`src/rtl/fsd_pkg.sv`:
```
// ----------------------------------------------------------------------------
// fsd_pkg: shared types and constants of the frame stream deframer
// Command codes passed from the parser to the result sequencer, result kinds,
// parser phases and the reply byte table.
// ----------------------------------------------------------------------------
package fsd_pkg;

  // Result kinds on the output channel
  localparam logic [1:0] KIND_DATA  = 2'd0;
  localparam logic [1:0] KIND_REPLY = 2'd1;
  localparam logic [1:0] KIND_ERROR = 2'd2;

  // Configuration register indexes
  localparam logic CFG_MAX_CONTROL_LEN = 1'b0;
  localparam logic CFG_MAX_DATA_LEN    = 1'b1;

  // Control frame types that cause a reply
  localparam logic [31:0] TYPE_READY = 32'd4;
  localparam logic [31:0] TYPE_STOP  = 32'd3;

  // Reply lengths in bytes
  localparam logic [5:0] ACCEPT_LEN = 6'd42;
  localparam logic [5:0] FINISH_LEN = 6'd12;

  // Parser phases
  typedef enum logic [2:0] {
    PH_LEN  = 3'd0,
    PH_CLEN = 3'd1,
    PH_CTRL = 3'd2,
    PH_DATA = 3'd3,
    PH_DEAD = 3'd4
  } phase_t;

  // Commands queued between parser and sequencer
  typedef enum logic [1:0] {
    CMD_DATA   = 2'd0,
    CMD_ACCEPT = 2'd1,
    CMD_FINISH = 2'd2,
    CMD_ERROR  = 2'd3
  } cmd_kind_t;

  typedef struct packed {
    cmd_kind_t  kind;
    logic [7:0] data;
    logic       last;
  } cmd_t;

  // Reply byte table: ACCEPT carries the content type string, FINISH is
  // an escape, a control length and the FINISH type word.
  function automatic logic [7:0] reply_byte(input logic is_finish, input logic [5:0] idx);
    logic [7:0] b;
    b = 8'h00;
    if (is_finish) begin
      case (idx)
        6'd7:    b = 8'h04;
        6'd11:   b = 8'h05;
        default: b = 8'h00;
      endcase
    end else begin
      case (idx)
        6'd7:    b = 8'h22;
        6'd11:   b = 8'h01;
        6'd15:   b = 8'h01;
        6'd19:   b = 8'h16;
        6'd20:   b = 8'h70; // p
        6'd21:   b = 8'h72; // r
        6'd22:   b = 8'h6f; // o
        6'd23:   b = 8'h74; // t
        6'd24:   b = 8'h6f; // o
        6'd25:   b = 8'h62; // b
        6'd26:   b = 8'h75; // u
        6'd27:   b = 8'h66; // f
        6'd28:   b = 8'h3a; // :
        6'd29:   b = 8'h64; // d
        6'd30:   b = 8'h6e; // n
        6'd31:   b = 8'h73; // s
        6'd32:   b = 8'h74; // t
        6'd33:   b = 8'h61; // a
        6'd34:   b = 8'h70; // p
        6'd35:   b = 8'h2e; // .
        6'd36:   b = 8'h44; // D
        6'd37:   b = 8'h6e; // n
        6'd38:   b = 8'h73; // s
        6'd39:   b = 8'h74; // t
        6'd40:   b = 8'h61; // a
        6'd41:   b = 8'h70; // p
        default: b = 8'h00;
      endcase
    end
    return b;
  endfunction

endpackage

```
`src/rtl/fsd_front.sv`:
```
// ----------------------------------------------------------------------------
// fsd_front: frame parser
// Takes one stream byte per transaction, tracks frame headers and lengths,
// and issues at most one command per byte to the command queue.
// ----------------------------------------------------------------------------
module fsd_front #(
  parameter int LEN_BITS = 32
) (
  input  logic          clk,
  input  logic          rst,
  input  logic          in_valid,
  input  logic [7:0]    in_byte,
  input  logic [31:0]   max_control_len,
  input  logic [31:0]   max_data_len,
  output logic          cmd_valid,
  output fsd_pkg::cmd_t cmd
);
  import fsd_pkg::*;

  phase_t                phase, phase_next;
  logic [1:0]            hdr_count, hdr_count_next;
  logic [23:0]           len_acc, len_acc_next;
  logic [LEN_BITS-1:0]   remain, remain_next;
  logic [31:0]           type_word, type_word_next;
  logic [2:0]            type_count, type_count_next;

  logic [31:0]           len_word;
  logic                  too_wide;
  logic                  hdr_done;
  logic [LEN_BITS-1:0]   remain_dec;
  logic                  remain_zero;
  logic [31:0]           type_word_upd;
  logic [2:0]            type_count_upd;
  logic                  len_bad_data;
  logic                  len_bad_ctrl;

  // Shared datapath terms
  assign len_word       = {len_acc, in_byte};
  assign hdr_done       = (hdr_count == 2'd3);
  assign remain_dec     = remain - 1'b1;
  assign remain_zero    = (remain_dec == '0);
  assign type_word_upd  = (type_count < 3'd4) ? {type_word[23:0], in_byte} : type_word;
  assign type_count_upd = (type_count < 3'd4) ? type_count + 3'd1 : type_count;

  // Length that does not fit the counter
  if (LEN_BITS < 32) begin : g_narrow
    assign too_wide = |len_word[31:LEN_BITS];
  end else begin : g_full
    assign too_wide = 1'b0;
  end

  assign len_bad_data = (len_word > max_data_len) || too_wide;
  assign len_bad_ctrl = (len_word > max_control_len) || too_wide;

  // Next state
  always_comb begin
    phase_next      = phase;
    hdr_count_next  = hdr_count;
    len_acc_next    = len_acc;
    remain_next     = remain;
    type_word_next  = type_word;
    type_count_next = type_count;
    if (in_valid) begin
      case (phase)
        PH_LEN, PH_CLEN: begin
          if (!hdr_done) begin
            len_acc_next   = {len_acc[15:0], in_byte};
            hdr_count_next = hdr_count + 2'd1;
          end else begin
            hdr_count_next = 2'd0;
            remain_next    = len_word[LEN_BITS-1:0];
            if (phase == PH_LEN) begin
              if (len_word == 32'd0)  phase_next = PH_CLEN;
              else if (len_bad_data) phase_next = PH_DEAD;
              else                   phase_next = PH_DATA;
            end else begin
              if (len_bad_ctrl) begin
                phase_next = PH_DEAD;
              end else if (len_word == 32'd0) begin
                phase_next = PH_LEN;
              end else begin
                phase_next      = PH_CTRL;
                type_word_next  = 32'd0;
                type_count_next = 3'd0;
              end
            end
          end
        end
        PH_CTRL: begin
          type_word_next  = type_word_upd;
          type_count_next = type_count_upd;
          remain_next     = remain_dec;
          if (remain_zero) phase_next = PH_LEN;
        end
        PH_DATA: begin
          remain_next = remain_dec;
          if (remain_zero) phase_next = PH_LEN;
        end
        default: begin
          phase_next = phase;
        end
      endcase
    end
  end

  // Command output
  always_comb begin
    cmd_valid = 1'b0;
    cmd.kind  = CMD_DATA;
    cmd.data  = in_byte;
    cmd.last  = remain_zero;
    if (in_valid) begin
      case (phase)
        PH_LEN: begin
          if (hdr_done && len_word != 32'd0 && len_bad_data) begin
            cmd_valid = 1'b1;
            cmd.kind  = CMD_ERROR;
          end
        end
        PH_CLEN: begin
          if (hdr_done && len_bad_ctrl) begin
            cmd_valid = 1'b1;
            cmd.kind  = CMD_ERROR;
          end
        end
        PH_CTRL: begin
          if (remain_zero && type_count_upd == 3'd4) begin
            if (type_word_upd == TYPE_READY) begin
              cmd_valid = 1'b1;
              cmd.kind  = CMD_ACCEPT;
            end else if (type_word_upd == TYPE_STOP) begin
              cmd_valid = 1'b1;
              cmd.kind  = CMD_FINISH;
            end
          end
        end
        PH_DATA: begin
          cmd_valid = 1'b1;
          cmd.kind  = CMD_DATA;
        end
        default: begin
          cmd_valid = 1'b0;
        end
      endcase
    end
  end

  // State registers
  always_ff @(posedge clk) begin
    if (rst) begin
      phase      <= PH_LEN;
      hdr_count  <= 2'd0;
      type_count <= 3'd0;
    end else begin
      phase      <= phase_next;
      hdr_count  <= hdr_count_next;
      type_count <= type_count_next;
    end
  end

  always_ff @(posedge clk) begin
    len_acc   <= len_acc_next;
    remain    <= remain_next;
    type_word <= type_word_next;
  end

  // A fatal error is final until reset
  a_dead_sticks: assert property (@(posedge clk) disable iff (rst)
    phase == PH_DEAD |=> phase == PH_DEAD)
    else $error("parser left the error phase");

  // An error command always moves the parser to the error phase
  a_error_dead: assert property (@(posedge clk) disable iff (rst)
    cmd_valid && cmd.kind == CMD_ERROR |=> phase == PH_DEAD)
    else $error("error command without entering error phase");

endmodule

```
`src/rtl/fsd_cmd_fifo.sv`:
```
// ----------------------------------------------------------------------------
// fsd_cmd_fifo: command queue
// Small register queue that decouples the parser from the result sequencer.
// ----------------------------------------------------------------------------
module fsd_cmd_fifo (
  input  logic          clk,
  input  logic          rst,
  input  logic          wr_en,
  input  fsd_pkg::cmd_t wr_cmd,
  input  logic          rd_en,
  output fsd_pkg::cmd_t rd_cmd,
  output logic          full,
  output logic          empty
);
  import fsd_pkg::*;

  localparam int DEPTH  = 4;
  localparam int AW     = $clog2(DEPTH);

  cmd_t          mem [DEPTH];
  logic [AW-1:0] wr_ptr;
  logic [AW-1:0] rd_ptr;
  logic [AW:0]   count;
  logic          do_wr;
  logic          do_rd;

  assign full   = (count == (AW+1)'(DEPTH));
  assign empty  = (count == '0);
  assign do_wr  = wr_en && !full;
  assign do_rd  = rd_en && !empty;
  assign rd_cmd = mem[rd_ptr];

  // Storage
  always_ff @(posedge clk) begin
    if (do_wr) mem[wr_ptr] <= wr_cmd;
  end

  // Pointers and fill count
  always_ff @(posedge clk) begin
    if (rst) begin
      wr_ptr <= '0;
      rd_ptr <= '0;
      count  <= '0;
    end else begin
      if (do_wr) wr_ptr <= wr_ptr + 1'b1;
      if (do_rd) rd_ptr <= rd_ptr + 1'b1;
      count <= count + (AW+1)'(do_wr) - (AW+1)'(do_rd);
    end
  end

  a_count_range: assert property (@(posedge clk) disable iff (rst)
    count <= (AW+1)'(DEPTH))
    else $error("command queue overfilled");

endmodule

```
`src/rtl/fsd_back.sv`:
```
// ----------------------------------------------------------------------------
// fsd_back: result sequencer
// Pops commands, expands reply commands into their byte bursts, and keeps
// the result in an output register toward the receiver.
// ----------------------------------------------------------------------------
module fsd_back (
  input  logic          clk,
  input  logic          rst,
  input  logic          cmd_empty,
  input  fsd_pkg::cmd_t cmd,
  output logic          cmd_pop,
  input  logic          pop,
  output logic          empty,
  output logic [1:0]    out_kind,
  output logic [7:0]    out_byte,
  output logic          last
);
  import fsd_pkg::*;

  logic       out_valid;
  logic       reply_active;
  logic       reply_finish;
  logic [5:0] reply_idx;
  logic [5:0] reply_len;
  logic       load;
  logic       reply_end;

  assign empty     = !out_valid;
  assign load      = !out_valid || pop;
  assign cmd_pop   = load && !reply_active && !cmd_empty;
  assign reply_len = reply_finish ? FINISH_LEN : ACCEPT_LEN;
  assign reply_end = (reply_idx == reply_len - 6'd1);

  // Control: output valid and reply burst position
  always_ff @(posedge clk) begin
    if (rst) begin
      out_valid    <= 1'b0;
      reply_active <= 1'b0;
      reply_finish <= 1'b0;
      reply_idx    <= 6'd0;
    end else if (load) begin
      if (reply_active) begin
        out_valid <= 1'b1;
        reply_idx <= reply_idx + 6'd1;
        if (reply_end) reply_active <= 1'b0;
      end else if (!cmd_empty) begin
        out_valid <= 1'b1;
        if (cmd.kind == CMD_ACCEPT || cmd.kind == CMD_FINISH) begin
          reply_active <= 1'b1;
          reply_finish <= (cmd.kind == CMD_FINISH);
          reply_idx    <= 6'd1;
        end
      end else begin
        out_valid <= 1'b0;
      end
    end
  end

  // Output payload
  always_ff @(posedge clk) begin
    if (load) begin
      if (reply_active) begin
        out_kind <= KIND_REPLY;
        out_byte <= reply_byte(reply_finish, reply_idx);
        last     <= reply_end;
      end else if (!cmd_empty) begin
        case (cmd.kind)
          CMD_DATA: begin
            out_kind <= KIND_DATA;
            out_byte <= cmd.data;
            last     <= cmd.last;
          end
          CMD_ACCEPT: begin
            out_kind <= KIND_REPLY;
            out_byte <= reply_byte(1'b0, 6'd0);
            last     <= 1'b0;
          end
          CMD_FINISH: begin
            out_kind <= KIND_REPLY;
            out_byte <= reply_byte(1'b1, 6'd0);
            last     <= 1'b0;
          end
          default: begin
            out_kind <= KIND_ERROR;
            out_byte <= 8'h00;
            last     <= 1'b0;
          end
        endcase
      end
    end
  end

  a_idx_range: assert property (@(posedge clk) disable iff (rst)
    reply_active |-> reply_idx < reply_len)
    else $error("reply index past end of reply");

  a_hold_stalled: assert property (@(posedge clk) disable iff (rst)
    out_valid && !pop |=> out_valid && $stable(out_byte) && $stable(last))
    else $error("stalled result changed");

endmodule

```
`src/rtl/frame_stream_deframer_core.sv`:
```
// ----------------------------------------------------------------------------
// frame_stream_deframer_core: Frame Streams deframer
// Splits a received byte stream into data frame payload bytes, control
// replies and a fatal error indication.
// ----------------------------------------------------------------------------
// Usage:
//   Input channel: one stream byte per transaction (push while full is low).
//   Result channel: queue style; a result is shown while empty is low and
//   is taken with pop. Each result is a data byte (last on the final byte
//   of a frame), a reply byte (last on the final byte of the reply), or a
//   single fatal error, after which every input byte is dropped until reset.
//   Configuration: cfg_we writes cfg_data to register cfg_index
//   (0 max_control_len, 1 max_data_len); write only while idle.
//   Throughput: one input byte per cycle while full is low. A data byte
//   passes the command queue and then the output register before it is on
//   the result ports. A READY or STOP control frame yields a burst of
//   42 or 12 reply bytes, one per cycle from the result sequencer while
//   the receiver pops; input keeps flowing into a four-entry command queue
//   meanwhile, and full rises once that queue fills.
//   Reset: parser waits for a frame length, queues and output are emptied,
//   limits return to 512 and 65536.
//   Receiver stall: the output register holds its result, the command queue
//   fills, then full holds off the sender.
// ----------------------------------------------------------------------------
module frame_stream_deframer_core #(
  parameter int LEN_BITS = 32
) (
  input  logic        clk,
  input  logic        rst,
  input  logic        push,
  output logic        full,
  input  logic [7:0]  in_byte,
  output logic        empty,
  input  logic        pop,
  output logic [1:0]  out_kind,
  output logic [7:0]  out_byte,
  output logic        last,
  input  logic        cfg_we,
  input  logic        cfg_index,
  input  logic [31:0] cfg_data
);
  import fsd_pkg::*;

  logic [31:0] max_control_len;
  logic [31:0] max_data_len;
  logic        in_valid;
  logic        cmd_valid;
  cmd_t        cmd_in;
  cmd_t        cmd_out;
  logic        cmd_pop;
  logic        cmd_empty;

  assign in_valid = push && !full;

  // Configuration registers
  always_ff @(posedge clk) begin
    if (rst) begin
      max_control_len <= 32'd512;
      max_data_len    <= 32'd65536;
    end else if (cfg_we) begin
      case (cfg_index)
        CFG_MAX_CONTROL_LEN: max_control_len <= cfg_data;
        CFG_MAX_DATA_LEN:    max_data_len    <= cfg_data;
        default:             max_data_len    <= max_data_len;
      endcase
    end
  end

  fsd_front #(.LEN_BITS(LEN_BITS)) u_front (
    .clk             (clk),
    .rst             (rst),
    .in_valid        (in_valid),
    .in_byte         (in_byte),
    .max_control_len (max_control_len),
    .max_data_len    (max_data_len),
    .cmd_valid       (cmd_valid),
    .cmd             (cmd_in)
  );

  fsd_cmd_fifo u_fifo (
    .clk    (clk),
    .rst    (rst),
    .wr_en  (cmd_valid),
    .wr_cmd (cmd_in),
    .rd_en  (cmd_pop),
    .rd_cmd (cmd_out),
    .full   (full),
    .empty  (cmd_empty)
  );

  fsd_back u_back (
    .clk       (clk),
    .rst       (rst),
    .cmd_empty (cmd_empty),
    .cmd       (cmd_out),
    .cmd_pop   (cmd_pop),
    .pop       (pop),
    .empty     (empty),
    .out_kind  (out_kind),
    .out_byte  (out_byte),
    .last      (last)
  );

endmodule
```
`config.mk`:
```
export PLATFORM = sky130hd
export DESIGN_NAME = frame_stream_deframer_core
export DESIGN_NICKNAME = d
export VERILOG_FILES = /design/src/rtl/fsd_pkg.sv /design/src/rtl/fsd_front.sv /design/src/rtl/fsd_cmd_fifo.sv /design/src/rtl/fsd_back.sv /design/src/rtl/frame_stream_deframer_core.sv
export SDC_FILE = /design/constraint.sdc
export NUM_CORES = 1
export LEC_CHECK = 0
export BUFFER_PORTS_ARGS = -buffer_cell sky130_fd_sc_hd__buf_2
export CORE_MARGIN = 2
export CORE_UTILIZATION = 25
export DETAILED_ROUTE_END_ITERATION = 10
export HOLD_SLACK_MARGIN = 0.1
export PLACE_DENSITY = 0.43
export SLEW_MARGIN = 15
export SYNTH_ARGS = -nofsm -noshare
export SYNTH_HDL_FRONTEND = slang
export SYNTH_SLANG_ARGS = --single-unit
```
`constraint.sdc`:
```
create_clock -name clk -period 4.1 [get_ports clk]
set_input_delay 0.82 -clock clk [delete_from_list [all_inputs] [get_ports clk]]
set_output_delay 0.82 -clock clk [all_outputs]
set_load 0.1 [all_outputs]
```
==> results.py, run 1 <==
metrics = {
    "run_status": {
        "status": "finished, final reports clean",
    },
    "routing": {
        "final_antenna_net_count": 0,
        "drc_errors": 0,
        "drt_iter0_markers": 703,
        "firstDrtPassIters": 5,
        "routed_wl_mm": 34.9,
        "wire_per_inst_um": 17.0,
        "drt-vias-per-instance": 4.61,
        "via_count": 9433,
    },
    "sta": {
        "setup_viol": 0,
        "layout_setup_ws_ns": 0.182,
        "hold_viol": 0,
        "skew_ns": 0.0171,
        "fmax_ghz": 0.255,
        "period_share_pct": 95.6,
        "slew_headroom_pct": 42.3,
        "drv_slew": 0,
        "tns_ns": 0,
        "worstMarginPinSlew_ns": 0.862,
        "fin_crit_ns": 3.92,
        "rsz0062_at_grt": "false",
        "hold_slack_ns": 0.453,
    },
    "logic_synthesis": {
        "synth_top_family_by_area": "simple AND/OR/NAND/NOR gates",
        "synth-seq-cells": 240,
        "syn_nets": 1401,
        "ys.flop_type": "edfxtp_1",
        "synth.top_cell.area_share_pct": 34.3,
        "synth_area_leaders": "edfxtp_1 34%, dfxtp_1 15%, ha_1 8.6%, nand2_1 6.1%, a21oi_1 4.4%",
        "synth_fa_ha_area_share_pct": 8.75,
        "synth_warnings": 0,
        "synth_top_area_cell": "edfxtp_1",
        "synth_cells": 1268,
        "avgSynthCellArea_um2": 9.88,
        "synthMuxAreaShare_pct": 5.22,
        "async_reset_ff_share_pct": 0,
        "yosysSeqAreaShare_pct": 49.8,
        "synth-compound-area-share_pct": 11.0,
        "ys_types": 70,
        "synth-simple-area-share_pct": 18.0,
        "synth-xor-area-share_pct": 2.80,
        "synth_edf_count": 143,
        "netlist_area_um2": 12500,
    },
    "grt": {
        "grt_usage_pct": 13.4,
        "grt_antenna_before_repair": 4,
        "grt_pass1_wl_mm": 54.8,
        "grt_max_degree": 65,
        "gr-total-overflow": 0,
        "grt_pass1_vias": 9327,
    },
    "floorplanning": {
        "num_rows": 82,
        "start_util_pct": 25.1,
        "die_h_um": 228,
        "ios": 59,
        "dieArea_um2": 51900,
        "die_w_um": 228,
        "core_area_um2": 49900,
    },
    "power_and_ir_drop": {
        "p_leak_nw": 5.28,
        "ir_drop_mv": 0.217,
        "p_per_area_nw_per_um2": 502,
    },
    "place": {
        "port-buffer-count": 58,
        "globalplace.congestion": 0.824,
        "place_area_um2": 13800,
        "dp_hpwl_mm": 25.4,
        "pre_cts_ws_ns": 0.187,
    },
    "setup_path": {
        "path_cells": "or4_4 -> or4_4 -> or3_1 -> or4_4 -> o211ai_2 -> nor4_1 -> a22o_4 -> ha_1 -> fa_1 -> xnor2_1 -> xnor2_1 -> nor2_1",
        "cpMostUsedCell": "or4_4",
        "required_ns": 4.54,
        "crit_path_start_kind": "flip-flop",
        "max_stage_delay_ns": 0.56,
        "critPathKind": "reg2reg",
        "worstPathMaxFanout": 7,
        "crit_family": "simple AND/OR/NAND/NOR gates",
        "cp_slowest_cell": "or4_4",
        "end_kind": "flip-flop",
        "crit_buf_inv": 0,
        "worstPathArrival_ns": 4.36,
    },
    "clock_tree": {
        "numClockSinks": 240,
        "ctsRootBufferMaster": "clkbuf_16",
        "hold_buffers": 0,
        "clk_pin_slew_worst_paths_ns": 0.06,
        "worstSkewPairLatency_ns": 0.57,
        "post_cts_buffers": 0,
        "cts_tree": "yes",
        "ctsLongestPathBuffers": 3,
        "htree_num_levels": 1,
        "post_cts_resized": 0,
        "numCtsBuffers": 31,
    },
    "layout": {
        "fillCellCount": 5252,
        "synthToLayoutAreaGrowth_pct": 18.9,
        "finalNetCount": 1484,
        "drive_gt1_share_pct": 13.7,
        "multi_input_area_um2": 5740,
        "utilization_pct": 29.9,
        "regArea_um2": 6240,
        "stdcell_area_um2": 14900,
    },
    "min_path": {
        "hp-class": "reg2reg",
    },
    "flow_run": {
        "maxCapViolCount": 0,
    },
}
[cells by family (layout without fill, tap and decap cells)]
family | Yosys count | after routing
AO/OA/AOI/OAI | 231 | 231
XOR/XNOR | 40 | 40
adder cells (fa/ha/maj) | 87 | 87
buffers and inverters | 147 | 254
flip-flops | 240 | 240
multiplexers | 51 | 51
other | 0 | 1
AND/OR/NAND/NOR | 472 | 472
[layout make-up]
class / count / share of cell area (%)
Antenna cell: 1 / 0.0168
Clock buffer: 38 / 5.58
Clock inverter: 19 / 1.53
Inverter: 88 / 2.22
Multi-Input combinational cell: 881 / 38.5
Sequential cell: 240 / 41.9
Tap cell: 672 / 5.64
Timing Repair Buffer: 109 / 4.60
[report_power, final]
part	switching, mW	total [mW]	internal (mW)
clock	1.06	2.81	1.74
sequential	0.168	2.96	2.79
combinational	1.18	1.70	0.522
total	2.41	7.47	5.06
[flip-flops by register name (all words and copies together), names as in the netlist, 2 cells and up, named ones only]
signal and flops:
max_data_len 32, u_front.phase 3, u_front.hdr_count 2, u_back.out_kind 2, max_control_len 32, u_front.len_acc 24
u_front.type_word 32, u_fifo.count 3, u_fifo.mem 44, u_back.out_byte 8, u_back.reply_idx 6, u_front.type_count 3
u_front.remain 32, u_fifo.wr_ptr 2, u_fifo.rd_ptr 2
[synthesized netlist by cell type (all sizes together) (4+ instances only)]
| master | number |
|---|---|
| ha | 86 |
| or3 | 4 |
| xnor2 | 28 |
| inv | 87 |
| a21o | 5 |
| clkbuf | 50 |
| mux2i | 38 |
| or2 | 6 |
| buf | 9 |
| nand4b | 6 |
| mux4 | 11 |
| nand2b | 11 |
| nand3 | 15 |
| nor2 | 91 |
| edfxtp | 143 |
| xor2 | 12 |
| o211ai | 7 |
| a21oi | 111 |
| nor2b | 14 |
| a22oi | 4 |
| a31oi | 6 |
| nand2 | 205 |
| a211oi | 6 |
| or4 | 11 |
| a22o | 6 |
| nor3 | 25 |
| o21ai | 54 |
| and2 | 11 |
| nand4 | 23 |
| nor3b | 5 |
| dfxtp | 97 |
| nor4b | 4 |
| nor4 | 26 |
[stage by stage]
step / std cells / power (mW)
6_report: 2048 / 7.47
5_1_grt: 2047 / 7.86
4_1_cts: 2047 / 7.58
3_5_place_dp: 1990 / 4.73
3_3_place_gp: 1990 / 4.72
2_1_floorplan: 1268 / 4.22
[worst reg2reg max path, cell delays in order (launching register included)]
cell      delay (ns)
edfxtp_1        0.38
or4_4           0.56
or4_4           0.46
or3_1           0.49
or4_4           0.46
o211ai_2        0.10
nor4_1          0.11
a22o_4          0.26
ha_1            0.22
fa_1            0.38
xnor2_1         0.20
xnor2_1         0.13
nor2_1          0.05
[placed cells by master, fill, tap and decap left out, types with 15 or more instances in the layout]
cell,netlist,routed
xnor2_1,28,28
o21ai_0,53,53
edfxtp_1,143,143
nor4_1,26,26
nor2_1,91,91
mux2i_1,38,38
inv_1,87,87
nor3_1,25,24
a21oi_1,111,111
nand4_1,23,23
clkbuf_16,0,31
buf_2,1,58
buf_4,0,50
nand2_1,205,205
nand3_1,15,15
ha_1,86,86
dfxtp_1,97,96
[final timing paths]
path                       start             endpoint  slack (ns)  depth (start not counted)
min reg2reg  max_control_len[11]  max_control_len[11]        0.45                          2
min          max_control_len[11]  max_control_len[11]        0.45                          2
max reg2reg   u_front.remain[14]      u_fifo.count[2]        0.18                         12
max           u_front.remain[14]      u_fifo.count[2]        0.18                         12
[per-layer routing]
metal	share of wire [%]	vias to the layer above	GRT usage [%]	wire length, um
met5	0.066	-	0	23
met4	1.9	4	3.55	672
met3	5.1	45	2.50	1770
met2	44	197	20.7	15300
met1	49	4484	19.0	17100
li1	-	4703	-	-
No activity file was read; power rests on OpenSTA's default activity.
==> inputs of run 2 (changes only) <==
Settings changed: ABC_AREA set to 1, ABC_CLOCK_PERIOD_IN_PS set to 4100.
==> results.py, run 2 <==
metrics = {
    "place": {
        "dp_hpwl_mm": 24.7,
        "place_area_um2": 13800,
        "port-buffer-count": 58,
        "globalplace.congestion": 0.846,
    },
    "power_and_ir_drop": {
        "clkPwrFrac_pct": 32.9,
        "power_mw": 7.65,
        "power_frac_seq_pct": 40.1,
        "switching_share_pct": 35.5,
        "switchingPower_mw": 2.72,
        "ir_drop_mv": 0.322,
        "p_per_area_nw_per_um2": 520,
        "p_leak_nw": 5.89,
        "internal-power_mw": 4.94,
        "combPwrFrac_pct": 27.0,
    },
    "layout": {
        "utilization_pct": 29.4,
        "fillCellCount": 5450,
        "top_register": "u_fifo.mem",
        "finalNetCount": 1688,
        "final_common_cell": "nand2_1",
        "stdcell_area_um2": 14700,
        "layout_common_cells": "241 x nand2_1, 195 x nor2_1, 182 x inv_1, 164 x o21ai_0, 143 x edfxtp_1",
        "synthToLayoutAreaGrowth_pct": 16.1,
        "largest_register_ffs": 44,
        "antenna_cells": 0,
        "drive_gt1_share_pct": 10.7,
    },
    "floorplanning": {
        "die_h_um": 229,
        "num_rows": 82,
        "core_area_um2": 50100,
        "ios": 59,
        "dieArea_um2": 52500,
        "die_w_um": 229,
        "start_util_pct": 25.3,
    },
    "setup_path": {
        "crit_path_start_kind": "flip-flop",
        "cp_slowest_cell": "edfxtp_1",
        "path_cells": "ha_1 -> nand2_1 -> nor2_1 -> nand2_1 -> nor4_1 -> buf_4 -> nand4_1 -> nand4_1 -> nand2_1 -> inv_1 -> nand3_2 -> nand2_2 -> inv_1 -> ha_1 -> fa_1 -> xor2_1 -> nor2_1",
        "crit_family": "simple AND/OR/NAND/NOR gates",
        "cpMostUsedCell": "nand2_1",
        "rr_endpoint": "u_fifo.count[2]",
        "r2r_slack_ns": 0.80,
        "crit_buf_inv": 3,
        "required_ns": 4.55,
        "worstPathMaxFanout": 5,
        "rr_worst_depth": 17,
        "end_kind": "flip-flop",
        "reg2reg_from": "u_front.len_acc[23]",
        "worstPathArrival_ns": 3.75,
        "critPathKind": "reg2reg",
        "max_stage_delay_ns": 0.46,
    },
    "sta": {
        "drv_slew": 0,
        "setup_viol": 0,
        "fin_crit_ns": 3.30,
        "worstMarginPinSlew_ns": 1.06,
        "fmax_ghz": 0.303,
        "tns_ns": 0,
        "rsz0062_at_grt": "false",
        "slew_headroom_pct": 28.8,
        "skew_ns": 0.0194,
        "hold_viol": 0,
        "period_share_pct": 80.4,
    },
    "grt": {
        "grt_pass1_wl_mm": 54.5,
        "grt_usage_pct": 12.9,
        "grt_antenna_before_repair": 1,
        "grt_max_degree": 72,
        "gr-total-overflow": 0,
        "grt_pass1_vias": 9765,
    },
    "logic_synthesis": {
        "avgSynthCellArea_um2": 8.51,
        "synth_area_leaders": "edfxtp_1 34%, dfxtp_1 15%, ha_1 8.5%, nand2_1 7.2%, o21ai_0 6.5%",
        "ys_types": 48,
        "synth_warnings": 0,
        "synth_edf_count": 143,
        "synth-seq-cells": 240,
        "synth.top_cell.area_share_pct": 33.9,
        "synth_cells": 1489,
        "synthTopCellsByCount": "242 x nand2_1, 196 x nor2_1, 182 x inv_1",
        "syn_nets": 1622,
        "yosysSeqAreaShare_pct": 49.2,
        "ys.flop_type": "edfxtp_1",
        "async_reset_ff_share_pct": 0,
        "synth_top_area_cell": "edfxtp_1",
        "yosysMostFrequentCell": "nand2_1",
        "netlist_area_um2": 12700,
    },
    "flow_run": {
        "maxCapViolCount": 0,
    },
    "clock_tree": {
        "post_cts_buffers": 0,
        "clk_pin_slew_worst_paths_ns": 0.06,
        "cts_tree": "yes",
        "ctsRootBufferMaster": "clkbuf_16",
        "hold_buffers": 0,
        "htree_num_levels": 1,
        "numCtsBuffers": 29,
        "worstSkewPairLatency_ns": 0.57,
        "post_cts_resized": 0,
        "numClockSinks": 240,
        "ctsLongestPathBuffers": 3,
    },
    "routing": {
        "firstDrtPassIters": 6,
        "m1WireLength_mm": 16.7,
        "drc_errors": 0,
        "via_count": 10095,
        "wire_per_inst_um": 15.0,
        "routed.top_layer": "met5",
        "drt-vias-per-instance": 4.49,
        "dr_wl_met3_mm": 1.44,
        "final_antenna_net_count": 0,
        "drt_iter0_markers": 571,
        "dr_wl_met2_mm": 15.0,
        "routed_wl_mm": 33.8,
    },
    "min_path": {
        "min_path_cells": 2,
        "min_to": "max_control_len[16]",
        "hp-class": "reg2reg",
        "worstHoldStart": "max_control_len[16]",
    },
    "run_status": {
        "status": "finished, final reports clean",
    },
}
-- run 2: cell families (layout without fill, tap and decap cells) --
group	Yosys count	in the layout	synth area share [%]
AOI/OAI and AO/OA	331	331	14.1
xor gates and xnor gates	15	15	1.04
adders and majority gates	87	87	8.65
buffers and inverters	237	325	7.12
DFF	240	240	49.2
muxes	2	2	0.158
and+or+nand+nor	577	577	19.8
-- run 2: metal layers --
metal | vias up | global-route usage [%]
li1 | 5169 | -
met2 | 172 | 20.5
met5 | - | 0
met1 | 4717 | 18.6
met3 | 35 | 1.61
met4 | 2 | 3.04
-- run 2: final cells by class --
| cell class | instances | area, um^2 | area share (%) |
|---|---|---|---|
| tap | 672 | 841 | 5.71 |
| multi-input combinational | 1012 | 5540 | 37.6 |
| clock inverter | 17 | 174 | 1.18 |
| inverter | 192 | 721 | 4.90 |
| timing repair buffer | 80 | 455 | 3.09 |
| clock buffer | 36 | 752 | 5.11 |
| sequential | 240 | 6240 | 42.4 |
-- run 2: worst max path at each step --
stage          cells after the start          endpoint                 from
4_1_cts                           17   u_fifo.count[2]  u_front.len_acc[23]
2_1_floorplan                      9  u_front.phase[1]      u_fifo.count[1]
3_5_place_dp                      20   u_fifo.count[2]           in_byte[7]
5_1_grt                           18   u_fifo.count[1]    u_front.remain[0]
3_3_place_gp                      20   u_fifo.count[2]           in_byte[7]
6_report                          17   u_fifo.count[2]  u_front.len_acc[23]
-- run 2: power groups by stage --
stage | clock, mW | sequential (mW) | combinational (mW)
after global routing | 2.70 | 3.10 | 2.34
final | 2.52 | 3.07 | 2.07
after CTS | 2.60 | 3.07 | 2.10
after detailed placement | 0 | 3.12 | 2.09
after global placement | 0 | 3.12 | 2.06
after floorplan | 0 | 3.44 | 1.16
-- run 2: per-stage QoR --
step,hold WS (ns),std cells,setup WS [ns]
2_1_floorplan,0.433,1489,0.813
4_1_cts,0.463,2249,0.692
3_3_place_gp,0.449,2196,0.559
3_5_place_dp,0.454,2196,0.548
6_report,0.461,2249,0.803
5_1_grt,0.482,2249,0.515
-- run 2: worst register-to-register path, delay by kind of cell (launching register included) --
family                   cells  cell delay (ns)
AND/OR/NAND/NOR             10             1.32
adder cells (fa/ha/maj)      3             0.92
flip-flops                   1             0.46
buffers and inverters        3             0.33
XOR/XNOR                     1             0.16
==> inputs of run 3 (changes only) <==
Settings changed: ABC_AREA 1 to 0, ABC_CLOCK_PERIOD_IN_PS 4100 to 3000.
Clock period 4.1 ns to 3 ns, I/O delays scaled along.
==> results.py, run 3 (same netlist as run 1, synthesis figures left out) <==
metrics = {
    "power_and_ir_drop": {
        "internal-power_mw": 6.89,
        "power_frac_seq_pct": 38.9,
        "p_leak_nw": 6.11,
        "clkPwrFrac_pct": 34.2,
        "ir_drop_mv": 0.427,
        "switchingPower_mw": 3.42,
        "p_per_area_nw_per_um2": 626,
        "power_mw": 10.3,
        "switching_share_pct": 33.1,
        "combPwrFrac_pct": 26.9,
    },
    "setup_path": {
        "worstPathArrival_ns": 4.01,
        "crit_buf_inv": 0,
        "reg2reg_from": "u_front.remain[14]",
        "max_stage_delay_ns": 0.55,
        "rr_endpoint": "u_fifo.count[2]",
        "required_ns": 3.44,
        "path_cells": "or4_4 -> or4_4 -> or3_4 -> or4_4 -> o211ai_4 -> nor4_4 -> a22o_4 -> ha_4 -> fa_2 -> xnor2_2 -> xnor2_1 -> nor2_1",
        "end_kind": "flip-flop",
        "cpMostUsedCell": "or4_4",
        "cp_slowest_cell": "or4_4",
        "setup.worst_path.start": "u_front.remain[14]",
        "worstPathMaxFanout": 3,
        "r2r_slack_ns": -0.57,
        "critPathKind": "reg2reg",
        "rr_worst_depth": 12,
        "crit_path_start_kind": "flip-flop",
        "crit_family": "simple AND/OR/NAND/NOR gates",
    },
    "layout": {
        "fillCellCount": 5241,
        "drive_gt1_share_pct": 25.9,
        "antenna_cells": 0,
        "layout_common_cells": "205 x nand2_1, 204 x buf_4, 143 x edfxtp_1, 111 x a21oi_1, 95 x dfxtp_1",
        "final_common_cell": "nand2_1",
        "utilization_pct": 33.0,
        "final_cells": 2210,
        "multi_input_area_um2": 6010,
        "finalNetCount": 1648,
        "regArea_um2": 6240,
        "stdcell_area_um2": 16500,
        "largest_register_ffs": 44,
        "top_register": "u_fifo.mem",
        "synthToLayoutAreaGrowth_pct": 31.4,
    },
    "grt": {
        "grt_max_degree": 65,
        "grt_pass1_vias": 10052,
        "gr-total-overflow": 0,
        "grt_antenna_before_repair": 2,
        "grt_pass1_wl_mm": 57.3,
        "grt_usage_pct": 13.9,
    },
    "routing": {
        "routed_wl_mm": 36.5,
        "final_antenna_net_count": 0,
        "drt_iter0_markers": 532,
        "via_count": 10061,
        "firstDrtPassIters": 4,
        "drc_errors": 0,
        "wire_per_inst_um": 16.5,
        "drt-vias-per-instance": 4.55,
    },
    "floorplanning": {
        "core_area_um2": 49900,
        "die_w_um": 228,
        "dieArea_um2": 51900,
        "num_rows": 82,
        "ios": 59,
        "start_util_pct": 25.1,
        "die_h_um": 228,
    },
    "min_path": {
        "min_to": "max_control_len[9]",
        "worstHoldStart": "cfg_data[9]",
        "hp-class": "in2reg",
        "min_path_cells": 2,
    },
    "place": {
        "place_inst": 2148,
        "place_area_um2": 15200,
        "globalplace.congestion": 0.817,
        "dp_hpwl_mm": 27.3,
        "port-buffer-count": 58,
    },
    "clock_tree": {
        "cts_tree": "yes",
        "htree_num_levels": 1,
        "clk_pin_slew_worst_paths_ns": 0.06,
        "numCtsBuffers": 29,
        "ctsLongestPathBuffers": 3,
        "ctsRootBufferMaster": "clkbuf_16",
        "worstSkewPairLatency_ns": 0.58,
        "numClockSinks": 240,
    },
    "sta": {
        "layout_setup_ws_ns": -0.567,
        "fmax_ghz": 0.280,
        "drv_slew": 0,
        "tns_ns": -28.54,
        "hold_viol": 0,
        "fin_crit_ns": 3.57,
        "setup_viol": 63,
        "skew_ns": 0.00985,
        "rsz0062_at_grt": "true",
        "period_share_pct": 119,
        "worstMarginPinSlew_ns": 1.01,
        "slew_headroom_pct": 32.7,
    },
    "run_status": {
        "status": "finished, violations left",
        "violations": "setup timing",
    },
    "flow_run": {
        "maxCapViolCount": 0,
    },
}
run 3: cell count changes in the layout (fill, tap and decap cells not counted), sizes merged, moves of 14 or more:
cell	change
buf	+192
inv	-104
mux2i	+36
nand2	-51
nand3	-36
nor2	-120
nor2b	+14
nor3	+14
nor4	+17
o21ai	-114
xnor2	+22
run 3: per-stage QoR:
| stage | hold WS, ns | setup WS, ns |
|---|---|---|
| after floorplan | 0.436 | -0.740 |
| after global placement | 0.445 | -0.628 |
| after detailed placement | 0.447 | -0.660 |
| after CTS | 0.232 | -0.548 |
| after global routing | 0.268 | -0.649 |
| final | 0.260 | -0.567 |
run 3: layout make-up:
cell class / count / area share (%)
flip-flops and latches: 240 / 37.9
clock buffers: 38 / 5.12
inverters: 88 / 2.08
multi-input cells: 881 / 36.5
clock inverters: 16 / 0.722
well taps: 672 / 5.11
repair buffers: 275 / 12.5
run 3: what timing repair did:
| item | in CTS | in global routing |
|---|---|---|
| buffers inserted | 2 | 3 |
| resized for setup | 16 | 26 |
| gates cloned | 0 | 3 |
| pin swaps | 10 | 13 |
| setup endpoints to repair | 100 | 103 |
| hold buffers | 0 | 0 |
run 3: power groups by stage:
stage               combinational [mW]  sequential, mW  clock, mW
floorplan                         1.27            4.57          0
global placement                  2.72            4.07          0
detailed placement                2.75            4.08          0
CTS                               2.78            4.01       3.64
global route                      3.04            4.04       3.76
finish                            2.77            4.01       3.52
run 3: worst max path at each step:
stage / to / slack (ns) / cells after the start
4_1_cts: u_fifo.count[2] / -0.55 / 12
5_1_grt: u_fifo.count[2] / -0.65 / 13
3_3_place_gp: u_fifo.count[2] / -0.63 / 12
3_5_place_dp: u_fifo.count[1] / -0.66 / 11
6_report: u_fifo.count[2] / -0.57 / 12
2_1_floorplan: u_fifo.count[2] / -0.74 / 13
run 3: routing by layer:
metal	wire length (um)	track usage (%)
met1	18100	19.6
met2	16500	22.3
met4	877	3.64
met3	1100	1.81
met5	0	0
